===== src/rtl/lls_pkg.sv =====
// Shared types and constants for the link-loss supervisor.
// No dependencies; used by every module of the block.
package lls_pkg;

    localparam int CfgIndexWidth = 4;
    localparam int CfgDataWidth  = 32;

    localparam logic [CfgIndexWidth-1:0] CfgWarningRssi   = 4'd0;
    localparam logic [CfgIndexWidth-1:0] CfgLeashRssi     = 4'd1;
    localparam logic [CfgIndexWidth-1:0] CfgLeashSamples  = 4'd2;
    localparam logic [CfgIndexWidth-1:0] CfgLeashTimeout  = 4'd3;
    localparam logic [CfgIndexWidth-1:0] CfgLossTimeout   = 4'd4;
    localparam logic [CfgIndexWidth-1:0] CfgLeashEnable   = 4'd5;
    localparam logic [CfgIndexWidth-1:0] CfgPauseOnLeash  = 4'd6;
    localparam logic [CfgIndexWidth-1:0] CfgRecoveryEnable = 4'd7;

    localparam logic signed [7:0] WarningRssiReset   = -8'sd70;
    localparam logic signed [7:0] LeashRssiReset     = -8'sd70;
    localparam logic [7:0]        LeashSamplesReset  = 8'd5;
    localparam logic [31:0]       LeashTimeoutReset  = 32'd60000;
    localparam logic [31:0]       LossTimeoutReset   = 32'd30000;

    localparam logic [31:0] SuccessHoldMs = 32'd3000;
    localparam logic [7:0]  LeashCountMax = 8'd255;

    localparam logic [1:0] ReasonNone        = 2'd0;
    localparam logic [1:0] ReasonRecoveryOff = 2'd1;
    localparam logic [1:0] ReasonRecoveryFail = 2'd2;
    localparam logic [1:0] ReasonReacquired  = 2'd3;

    localparam logic [2:0] ModeMonitoring  = 3'd0;
    localparam logic [2:0] ModeDegraded    = 3'd1;
    localparam logic [2:0] ModeLeash       = 3'd2;
    localparam logic [2:0] ModeLostWaiting = 3'd3;
    localparam logic [2:0] ModeRecovering  = 3'd4;
    localparam logic [2:0] ModeSucceeded   = 3'd5;
    localparam logic [2:0] ModeFailed      = 3'd6;

    typedef struct packed {
        logic signed [7:0] warning_rssi;
        logic signed [7:0] leash_rssi;
        logic [7:0]        leash_samples_needed;
        logic [31:0]       leash_timeout_ms;
        logic [31:0]       loss_timeout_ms;
        logic              leash_enable;
        logic              pause_on_leash;
        logic              recovery_enable;
    } cfg_t;

    typedef struct packed {
        logic [2:0] mode;
        logic       recovery_start;
        logic       cancel_goals;
        logic [1:0] reason;
        logic       mode_changed;
    } result_t;

endpackage


===== src/rtl/link_loss_supervisor.sv =====
// Link-loss supervisor. The accepting edge loads the input register; the result
// register loads from it once the result register is empty or its result is taken.
// Throughput: one tick per cycle unless m_ready stalls the output; the input register
// refills in the cycle the result register is loaded or emptied.
// Reset: synchronous, active low; clears the mode, counters, timestamps and
// reason, and loads the configuration registers with their defaults.
module link_loss_supervisor (
    input  logic                              aclk,
    input  logic                              aresetn,
    input  logic                              s_valid,
    output logic                              s_ready,
    input  logic                              s_link_up,
    input  logic signed [7:0]                 s_rssi,
    input  logic                              s_trend_falling,
    input  logic [31:0]                       s_time_ms,
    input  logic                              s_nav_nothing_to_do,
    input  logic                              s_nav_all_done,
    output logic                              m_valid,
    input  logic                              m_ready,
    output logic [2:0]                        m_mode,
    output logic                              m_recovery_start,
    output logic                              m_cancel_goals,
    output logic [1:0]                        m_reason,
    output logic                              m_mode_changed,
    input  logic                              cfg_valid,
    output logic                              cfg_ready,
    input  logic [lls_pkg::CfgIndexWidth-1:0] cfg_index,
    input  logic [lls_pkg::CfgDataWidth-1:0]  cfg_data
);

    lls_pkg::cfg_t    cfg;
    lls_pkg::result_t result;
    lls_pkg::result_t out_reg;

    logic              in_valid_reg;
    logic              link_up_reg;
    logic signed [7:0] rssi_reg;
    logic              falling_reg;
    logic [31:0]       time_reg;
    logic              nothing_reg;
    logic              all_done_reg;
    logic              out_valid_reg;
    logic              advance;
    logic              step;

    assign cfg_ready = 1'b1;
    assign advance   = !out_valid_reg || m_ready;
    assign step      = in_valid_reg && advance;
    assign s_ready   = !in_valid_reg || advance;

    lls_cfg_regs u_cfg (
        .aclk     (aclk),
        .aresetn  (aresetn),
        .wr_en    (cfg_valid),
        .wr_index (cfg_index),
        .wr_data  (cfg_data),
        .cfg      (cfg)
    );

    always_ff @(posedge aclk) begin
        if (!aresetn) begin
            in_valid_reg <= 1'b0;
        end else if (s_ready) begin
            in_valid_reg <= s_valid;
        end
    end

    always_ff @(posedge aclk) begin
        if (s_valid && s_ready) begin
            link_up_reg  <= s_link_up;
            rssi_reg     <= s_rssi;
            falling_reg  <= s_trend_falling;
            time_reg     <= s_time_ms;
            nothing_reg  <= s_nav_nothing_to_do;
            all_done_reg <= s_nav_all_done;
        end
    end

    lls_fsm u_fsm (
        .aclk              (aclk),
        .aresetn           (aresetn),
        .step              (step),
        .link_up           (link_up_reg),
        .rssi              (rssi_reg),
        .trend_falling     (falling_reg),
        .time_ms           (time_reg),
        .nav_nothing_to_do (nothing_reg),
        .nav_all_done      (all_done_reg),
        .cfg               (cfg),
        .result            (result)
    );

    always_ff @(posedge aclk) begin
        if (!aresetn) begin
            out_valid_reg <= 1'b0;
        end else if (advance) begin
            out_valid_reg <= in_valid_reg;
        end
    end

    always_ff @(posedge aclk) begin
        if (step) begin
            out_reg <= result;
        end
    end

    assign m_valid          = out_valid_reg;
    assign m_mode           = out_reg.mode;
    assign m_recovery_start = out_reg.recovery_start;
    assign m_cancel_goals   = out_reg.cancel_goals;
    assign m_reason         = out_reg.reason;
    assign m_mode_changed   = out_reg.mode_changed;

endmodule


===== src/rtl/lls_cfg_regs.sv =====
// Configuration register file of the link-loss supervisor.
// Depends on lls_pkg for register indexes, reset values and cfg_t.
module lls_cfg_regs (
    input  logic                              aclk,
    input  logic                              aresetn,
    input  logic                              wr_en,
    input  logic [lls_pkg::CfgIndexWidth-1:0] wr_index,
    input  logic [lls_pkg::CfgDataWidth-1:0]  wr_data,
    output lls_pkg::cfg_t                     cfg
);

    lls_pkg::cfg_t cfg_reg;

    always_ff @(posedge aclk) begin
        if (!aresetn) begin
            cfg_reg.warning_rssi         <= lls_pkg::WarningRssiReset;
            cfg_reg.leash_rssi           <= lls_pkg::LeashRssiReset;
            cfg_reg.leash_samples_needed <= lls_pkg::LeashSamplesReset;
            cfg_reg.leash_timeout_ms     <= lls_pkg::LeashTimeoutReset;
            cfg_reg.loss_timeout_ms      <= lls_pkg::LossTimeoutReset;
            cfg_reg.leash_enable         <= 1'b1;
            cfg_reg.pause_on_leash       <= 1'b0;
            cfg_reg.recovery_enable      <= 1'b1;
        end else if (wr_en) begin
            unique case (wr_index)
                lls_pkg::CfgWarningRssi:    cfg_reg.warning_rssi <= $signed(wr_data[7:0]);
                lls_pkg::CfgLeashRssi:      cfg_reg.leash_rssi <= $signed(wr_data[7:0]);
                lls_pkg::CfgLeashSamples:   cfg_reg.leash_samples_needed <= wr_data[7:0];
                lls_pkg::CfgLeashTimeout:   cfg_reg.leash_timeout_ms <= wr_data[31:0];
                lls_pkg::CfgLossTimeout:    cfg_reg.loss_timeout_ms <= wr_data[31:0];
                lls_pkg::CfgLeashEnable:    cfg_reg.leash_enable <= wr_data[0];
                lls_pkg::CfgPauseOnLeash:   cfg_reg.pause_on_leash <= wr_data[0];
                lls_pkg::CfgRecoveryEnable: cfg_reg.recovery_enable <= wr_data[0];
                default: begin
                end
            endcase
        end
    end

    assign cfg = cfg_reg;

endmodule


===== src/rtl/lls_fsm.sv =====
// Supervisor state machine: holds the mode, leash counter and timestamps,
// and computes one result per tick. Depends on lls_pkg.
module lls_fsm (
    input  logic                 aclk,
    input  logic                 aresetn,
    input  logic                 step,
    input  logic                 link_up,
    input  logic signed [7:0]    rssi,
    input  logic                 trend_falling,
    input  logic [31:0]          time_ms,
    input  logic                 nav_nothing_to_do,
    input  logic                 nav_all_done,
    input  lls_pkg::cfg_t        cfg,
    output lls_pkg::result_t     result
);

    typedef enum logic [2:0] {
        MODE_MONITOR    = lls_pkg::ModeMonitoring,
        MODE_DEGRADED   = lls_pkg::ModeDegraded,
        MODE_LEASH      = lls_pkg::ModeLeash,
        MODE_LOST_WAIT  = lls_pkg::ModeLostWaiting,
        MODE_RECOVERING = lls_pkg::ModeRecovering,
        MODE_SUCCEEDED  = lls_pkg::ModeSucceeded,
        MODE_FAILED     = lls_pkg::ModeFailed
    } mode_t;

    mode_t       mode_reg, mode_next;
    logic [7:0]  leash_count_reg, leash_count_next;
    logic [31:0] leash_start_reg, leash_start_next;
    logic        leash_valid_reg, leash_valid_next;
    logic [31:0] lost_start_reg, lost_start_next;
    logic [31:0] success_start_reg, success_start_next;
    logic        success_valid_reg, success_valid_next;
    logic [1:0]  reason_reg, reason_next;

    logic        recovery_start;
    logic        cancel_goals;
    logic        rssi_low;
    logic        leash_sample;
    logic [7:0]  count_inc;
    logic        leash_enter;
    logic        leash_expired;
    logic        loss_expired;
    logic        hold_expired;

    assign rssi_low      = (rssi != 8'sd0) && (rssi < cfg.warning_rssi);
    assign leash_sample  = cfg.leash_enable && trend_falling && (rssi < cfg.leash_rssi);
    assign count_inc     = (leash_count_reg == lls_pkg::LeashCountMax) ?
                           leash_count_reg : leash_count_reg + 8'd1;
    assign leash_enter   = count_inc >= cfg.leash_samples_needed;
    assign leash_expired = (time_ms - leash_start_reg) >= cfg.leash_timeout_ms;
    assign loss_expired  = (time_ms - lost_start_reg) >= cfg.loss_timeout_ms;
    assign hold_expired  = (time_ms - success_start_reg) >= lls_pkg::SuccessHoldMs;

    always_comb begin
        mode_next          = mode_reg;
        leash_count_next   = leash_count_reg;
        leash_start_next   = leash_start_reg;
        leash_valid_next   = leash_valid_reg;
        lost_start_next    = lost_start_reg;
        success_start_next = success_start_reg;
        success_valid_next = success_valid_reg;
        reason_next        = reason_reg;
        recovery_start     = 1'b0;
        cancel_goals       = 1'b0;

        unique case (mode_reg)
            MODE_MONITOR, MODE_DEGRADED: begin
                if (!link_up) begin
                    mode_next        = MODE_LOST_WAIT;
                    lost_start_next  = time_ms;
                    leash_valid_next = 1'b0;
                end else if (!rssi_low) begin
                    mode_next        = MODE_MONITOR;
                    leash_count_next = '0;
                end else if (leash_sample) begin
                    leash_count_next = count_inc;
                    if (leash_enter) begin
                        mode_next        = MODE_LEASH;
                        leash_start_next = time_ms;
                        leash_valid_next = 1'b1;
                        cancel_goals     = cfg.pause_on_leash;
                    end else begin
                        mode_next = MODE_DEGRADED;
                    end
                end else begin
                    leash_count_next = '0;
                    mode_next        = MODE_DEGRADED;
                end
            end
            MODE_LEASH: begin
                if (!link_up) begin
                    mode_next        = MODE_LOST_WAIT;
                    lost_start_next  = time_ms;
                    leash_valid_next = 1'b0;
                    leash_count_next = '0;
                end else if (!trend_falling || (rssi >= cfg.leash_rssi)) begin
                    mode_next        = MODE_MONITOR;
                    leash_count_next = '0;
                    leash_valid_next = 1'b0;
                end else if (leash_valid_reg && leash_expired) begin
                    mode_next        = MODE_LOST_WAIT;
                    lost_start_next  = time_ms;
                    leash_valid_next = 1'b0;
                    leash_count_next = '0;
                end
            end
            MODE_LOST_WAIT: begin
                if (link_up) begin
                    mode_next        = MODE_MONITOR;
                    lost_start_next  = '0;
                    leash_count_next = '0;
                end else if (loss_expired) begin
                    if (cfg.recovery_enable) begin
                        recovery_start = 1'b1;
                        if (nav_nothing_to_do) begin
                            mode_next   = MODE_FAILED;
                            reason_next = lls_pkg::ReasonRecoveryFail;
                        end else begin
                            mode_next   = MODE_RECOVERING;
                            reason_next = lls_pkg::ReasonNone;
                        end
                    end else begin
                        mode_next   = MODE_FAILED;
                        reason_next = lls_pkg::ReasonRecoveryOff;
                    end
                end
            end
            MODE_RECOVERING: begin
                if (link_up) begin
                    cancel_goals       = 1'b1;
                    mode_next          = MODE_SUCCEEDED;
                    success_start_next = time_ms;
                    success_valid_next = 1'b1;
                    reason_next        = lls_pkg::ReasonReacquired;
                end else if (nav_all_done) begin
                    mode_next   = MODE_FAILED;
                    reason_next = lls_pkg::ReasonRecoveryFail;
                end
            end
            MODE_SUCCEEDED: begin
                if (success_valid_reg && hold_expired) begin
                    mode_next          = MODE_MONITOR;
                    success_valid_next = 1'b0;
                    success_start_next = '0;
                    leash_count_next   = '0;
                end
            end
            MODE_FAILED: begin
                if (link_up) begin
                    mode_next        = MODE_MONITOR;
                    leash_count_next = '0;
                end
            end
            default: begin
            end
        endcase
    end

    always_ff @(posedge aclk) begin
        if (!aresetn) begin
            mode_reg          <= MODE_MONITOR;
            leash_count_reg   <= '0;
            leash_start_reg   <= '0;
            leash_valid_reg   <= 1'b0;
            lost_start_reg    <= '0;
            success_start_reg <= '0;
            success_valid_reg <= 1'b0;
            reason_reg        <= lls_pkg::ReasonNone;
        end else if (step) begin
            mode_reg          <= mode_next;
            leash_count_reg   <= leash_count_next;
            leash_start_reg   <= leash_start_next;
            leash_valid_reg   <= leash_valid_next;
            lost_start_reg    <= lost_start_next;
            success_start_reg <= success_start_next;
            success_valid_reg <= success_valid_next;
            reason_reg        <= reason_next;
        end
    end

    assign result.mode           = mode_next;
    assign result.recovery_start = recovery_start;
    assign result.cancel_goals   = cancel_goals;
    assign result.reason         = reason_next;
    assign result.mode_changed   = (mode_next != mode_reg);

endmodule


===== config.mk =====
export PLATFORM = sky130hd
export DESIGN_NAME = link_loss_supervisor
export DESIGN_NICKNAME = d
export VERILOG_FILES = /design/src/rtl/lls_pkg.sv /design/src/rtl/link_loss_supervisor.sv /design/src/rtl/lls_cfg_regs.sv /design/src/rtl/lls_fsm.sv
export SDC_FILE = /design/constraint.sdc
export NUM_CORES = 1
export LEC_CHECK = 0
export ABC_AREA = 1
export CAP_MARGIN = 10
export CORE_UTILIZATION = 52
export CTS_CLUSTER_SIZE = 10
export DETAILED_ROUTE_END_ITERATION = 7
export DONT_BUFFER_PORTS = 1
export PLACE_DENSITY = 0.75
export SLEW_MARGIN = 20
export SYNTH_ARGS = -nofsm -noshare
export SYNTH_HDL_FRONTEND = slang
export SYNTH_SLANG_ARGS = --single-unit

===== constraint.sdc =====
create_clock -name aclk -period 6.99 [get_ports aclk]
set_input_delay 0.3495 -clock aclk [delete_from_list [all_inputs] [get_ports aclk]]
set_output_delay 0.3495 -clock aclk [all_outputs]
set_load 0.01 [all_outputs]

==> results.sh <==
export IMPL_buffer_ports_inserted=0
export IMPL_cellInternalPower_mw=2.844
export IMPL_final_max_slew_viol_count=0
export IMPL_cts_resized=0
export IMPL_rsz0062_at_grt="false"
export IMPL_initial_core_util=0.5311
export IMPL_number_of_warnings_printed_during_yosys_synthesis=0
export IMPL_critical_path_most_common_cell="sky130_fd_sc_hd__nand2_1"
export IMPL_launch_instance_of_the_worst_register_to_register_path="time_reg[2]$_DFFE_PP_"
export IMPL_cts_buffers=31
export IMPL_setup_viol_count_final=0
export IMPL_share_of_flip_flops_with_an_asynchronous_set_or_reset_after_synthesis=0
export IMPL_max_vdd_ir_drop_v=0.0002018
export IMPL_synth_nets=2901
export IMPL_first_pass_iters=5
export IMPL_timing_critical_path_to="u_fsm.lost_start_reg[27]$_SDFFE_PN0P_"
export IMPL_clock_sinks=256
export IMPL_grt_overflow_total=0
export IMPL_timing_worst_setup_path_type="reg -> reg"
export IMPL_drive_above_1_share=0.02809
export IMPL_sw_frac_of_total=0.3089
export IMPL_timing_critical_path_fanout_max=64
export IMPL_min_path_type="in -> reg"
export IMPL_cts_htree_levels=1
export IMPL_power_switching_mw=1.271
export IMPL_worst_r2r_path_depth=25
export IMPL_grt_pass1_vias=16370
export IMPL_synth_edff_count=52
export IMPL_clockPowerShare=0.379
export IMPL_reg2reg_to="u_fsm.lost_start_reg[27]$_SDFFE_PN0P_"
export IMPL_critPathArrivalTime_ns=6.22
export IMPL_drt_iter0_markers=985
export IMPL_synth_area_per_cell_um2=6.783
export IMPL_cts_clk_slew_worst_paths_ns=0.06
export IMPL_route_detailed_drc=0
export IMPL_synth_cell_area_um2=17850
export IMPL_layout_area_overhead_vs_synth_pct=11.96
export IMPL_final_hold_worst_slack_ns=0.04040
export IMPL_power_density_cell_area_nw_per_um2=205.9
export IMPL_floorplan_die_height_um=187.3
export IMPL_max_cap_viol_count=0
export IMPL_maxClockFrequency_mhz=174.0
export IMPL_finClkSkew_ns=0.01119
export IMPL_root_buffer_cell="sky130_fd_sc_hd__clkbuf_16"
export IMPL_result_of_the_run="finished, final reports clean"
export IMPL_largest_reg_flops=91
export IMPL_floorplan_die_area_um2=35080
export IMPL_tritoncts="done"
export IMPL_vias_per_cell=5.300
export IMPL_finalCritPeriodShare=0.8224
export IMPL_synthesis_instances=2632
export IMPL_detail_route_wirelength_um=48740
export IMPL_ys_seq_area_frac=0.3162
export IMPL_final_hold_viols=0
export IMPL_yosys_most_used_dff="sky130_fd_sc_hd__dfxtp_1"
export IMPL_first_pass_grt_wire_length_um=79650
export IMPL_timing_reg2reg_setup_slack_ns=1.24
export IMPL_number_of_antenna_violating_nets_in_the_routed_design=0
export IMPL_yosysUniqueCellTypes=48
export IMPL_pin_count_of_the_biggest_net_entering_global_routing=129
export IMPL_num_io_pins=96
export IMPL_layout_min_cycle_time_ns=5.749
export IMPL_p_leak_nw=9.292
export IMPL_core_area_um2=33620
export IMPL_most_common_layout_cells="649 x sky130_fd_sc_hd__nand2_1, 465 x sky130_fd_sc_hd__inv_1, 256 x sky130_fd_sc_hd__a21oi_1, 234 x sky130_fd_sc_hd__nor2_1, 204 x sky130_fd_sc_hd__dfxtp_1"
export IMPL_row_count=67
export IMPL_place_detailed_hpwl_um=35890
export IMPL_min_path_cells=2
export IMPL_die_width_um=187.3
export IMPL_worst_path_largest_cell_delay_ns=0.54
export IMPL_layout_core_utilization=0.5946
export IMPL_crit_path_top_delay_cell="sky130_fd_sc_hd__buf_4"
export IMPL_globalplace_congestion=0.9452
export IMPL_post_drt_wl_per_cell_um=15.45
export IMPL_finalNetCount=2955
export IMPL_gr_usage_all_layers=0.2767
export IMPL_clock_insertion_delay_worst_skew_ns=0.58
export IMPL_clock_path_buffers=3
export IMPL_flop_and_latch_count_out_of_synthesis=256
export IMPL_critPathCaptureType="flop"
export IMPL_power_frac_seq=0.394
export IMPL_startpoint_type="flop"
export IMPL_comb_power_share=0.227
export IMPL_crit_start="time_reg[2]$_DFFE_PP_"
export IMPL_worst_slew_pin_transition_ns=1.076
export IMPL_max_slew_headroom_at_the_worst_pin=0.2825
export IMPL_detailroute_via_count=16720
export IMPL_n_fill_cell=3183
export IMPL_critical_path_required_ns=7.46
export IMPL_antenna_found_initial=1
export IMPL_layout_commonest_cell="sky130_fd_sc_hd__nand2_1"
export IMPL_tns_ns=0
-- power by group through the flow --
| stage | clock [mW] | combinational [mW] | sequential (mW) |
|---|---|---|---|
| global route | 1.64 | 1.06 | 1.62 |
| CTS | 1.58 | 0.930 | 1.62 |
| global placement | 0 | 0.843 | 1.65 |
| finish | 1.56 | 0.935 | 1.62 |
| detailed placement | 0 | 0.866 | 1.65 |
| floorplan | 0 | 0.669 | 1.63 |
-- cell type report --
| class | instances | area, um^2 | area share |
|---|---|---|---|
| multi-input combinational | 1831 | 10130 | 0.5066 |
| sequential | 256 | 5645 | 0.2825 |
| clock inverter | 4 | 73.82 | 0.003693 |
| clock buffer | 49 | 883.3 | 0.04420 |
| timing repair buffer | 92 | 915.9 | 0.04582 |
| tap | 448 | 560.5 | 0.02805 |
| antenna | 1 | 2.502 | 0.0001252 |
| inverter | 474 | 1779 | 0.08902 |
-- critical path, delay by kind of cell, from the launching register on --
kind / cells / cell delay (ns)
xor gates and xnor gates: 1 / 0.16
DFF: 1 / 0.49
buffers and inverters: 1 / 0.54
and+or+nand+nor: 13 / 1.91
adders and majority gates: 2 / 0.70
AOI/OAI and AO/OA: 8 / 1.82
-- synth_stat cells (all sizes together), types with 7 or more instances --
cell / n / area share
inv: 473 / 0.099
buf: 23 / 0.0074
edfxtp: 52 / 0.087
xor2: 47 / 0.023
xnor2: 21 / 0.010
a211oi: 32 / 0.014
nor3: 30 / 0.0093
nand4: 24 / 0.0084
clkbuf: 48 / 0.010
dfxtp: 204 / 0.23
o21bai: 7 / 0.0029
nand3b: 12 / 0.0050
nand2: 653 / 0.14
nor2: 239 / 0.051
ha: 181 / 0.13
o21a: 8 / 0.0034
nor4: 7 / 0.0028
o211ai: 24 / 0.010
o21ai: 138 / 0.039
a21oi: 256 / 0.072
nand3: 111 / 0.032
-- cells by family (layout without fill, tap and decap cells) --
logic type / after synthesis / in the layout / synth area share
and+or+nand+nor: 1084 / 1084 / 0.2492
buffers and inverters: 545 / 619 / 0.1172
AOI/OAI and AO/OA: 494 / 494 / 0.1536
DFF: 256 / 256 / 0.3162
adders and majority gates: 184 / 184 / 0.1302
xor gates and xnor gates: 68 / 68 / 0.03336
other: 1 / 2 / 0.0002101
-- how the worst min path moves through the flow --
| stage | startpoint | to | slack, ns |
|---|---|---|---|
| after floorplan | u_cfg.cfg[83]$_SDFFE_PN0P_ | u_cfg.cfg[83]$_SDFFE_PN0P_ | 0.42 |
| after global placement | u_cfg.cfg[83]$_SDFFE_PN0P_ | u_cfg.cfg[83]$_SDFFE_PN0P_ | 0.44 |
| after detailed placement | s_rssi[0] | rssi_reg[0]$_DFFE_PP_ | 0.45 |
| after CTS | cfg_data[30] | u_cfg.cfg[33]$_SDFFE_PN0P_ | 0.002 |
| after global routing | cfg_data[9] | u_cfg.cfg[12]$_SDFFE_PN0P_ | 0.03 |
| final | cfg_data[30] | u_cfg.cfg[33]$_SDFFE_PN0P_ | 0.04 |
-- metrics by stage --
step / setup WS, ns / power, mW / instance area, um^2 / std cells
2_1_floorplan: 2.694 / 2.297 / 17850 / 2632
6_report: 1.241 / 4.115 / 19990 / 3155
5_1_grt: 0.8271 / 4.323 / 19990 / 3155
4_1_cts: 1.355 / 4.129 / 19980 / 3154
3_3_place_gp: 1.562 / 2.492 / 18170 / 3018
3_5_place_dp: 1.415 / 2.515 / 18170 / 3018
-- layer usage --
metal	share of wire	global-route usage	up-vias
met5	0	0	-
met4	0.033	0.09710	0
met3	0.047	0.03865	108
met2	0.49	0.5051	439
met1	0.43	0.3288	7591
li1	-	-	8585
-- repair_timing --
item                      CTS  global route
hold buffers               83             0
hold endpoints to repair  180             0
buffers inserted            0             0
No activity file was read; power rests on OpenSTA's default activity.
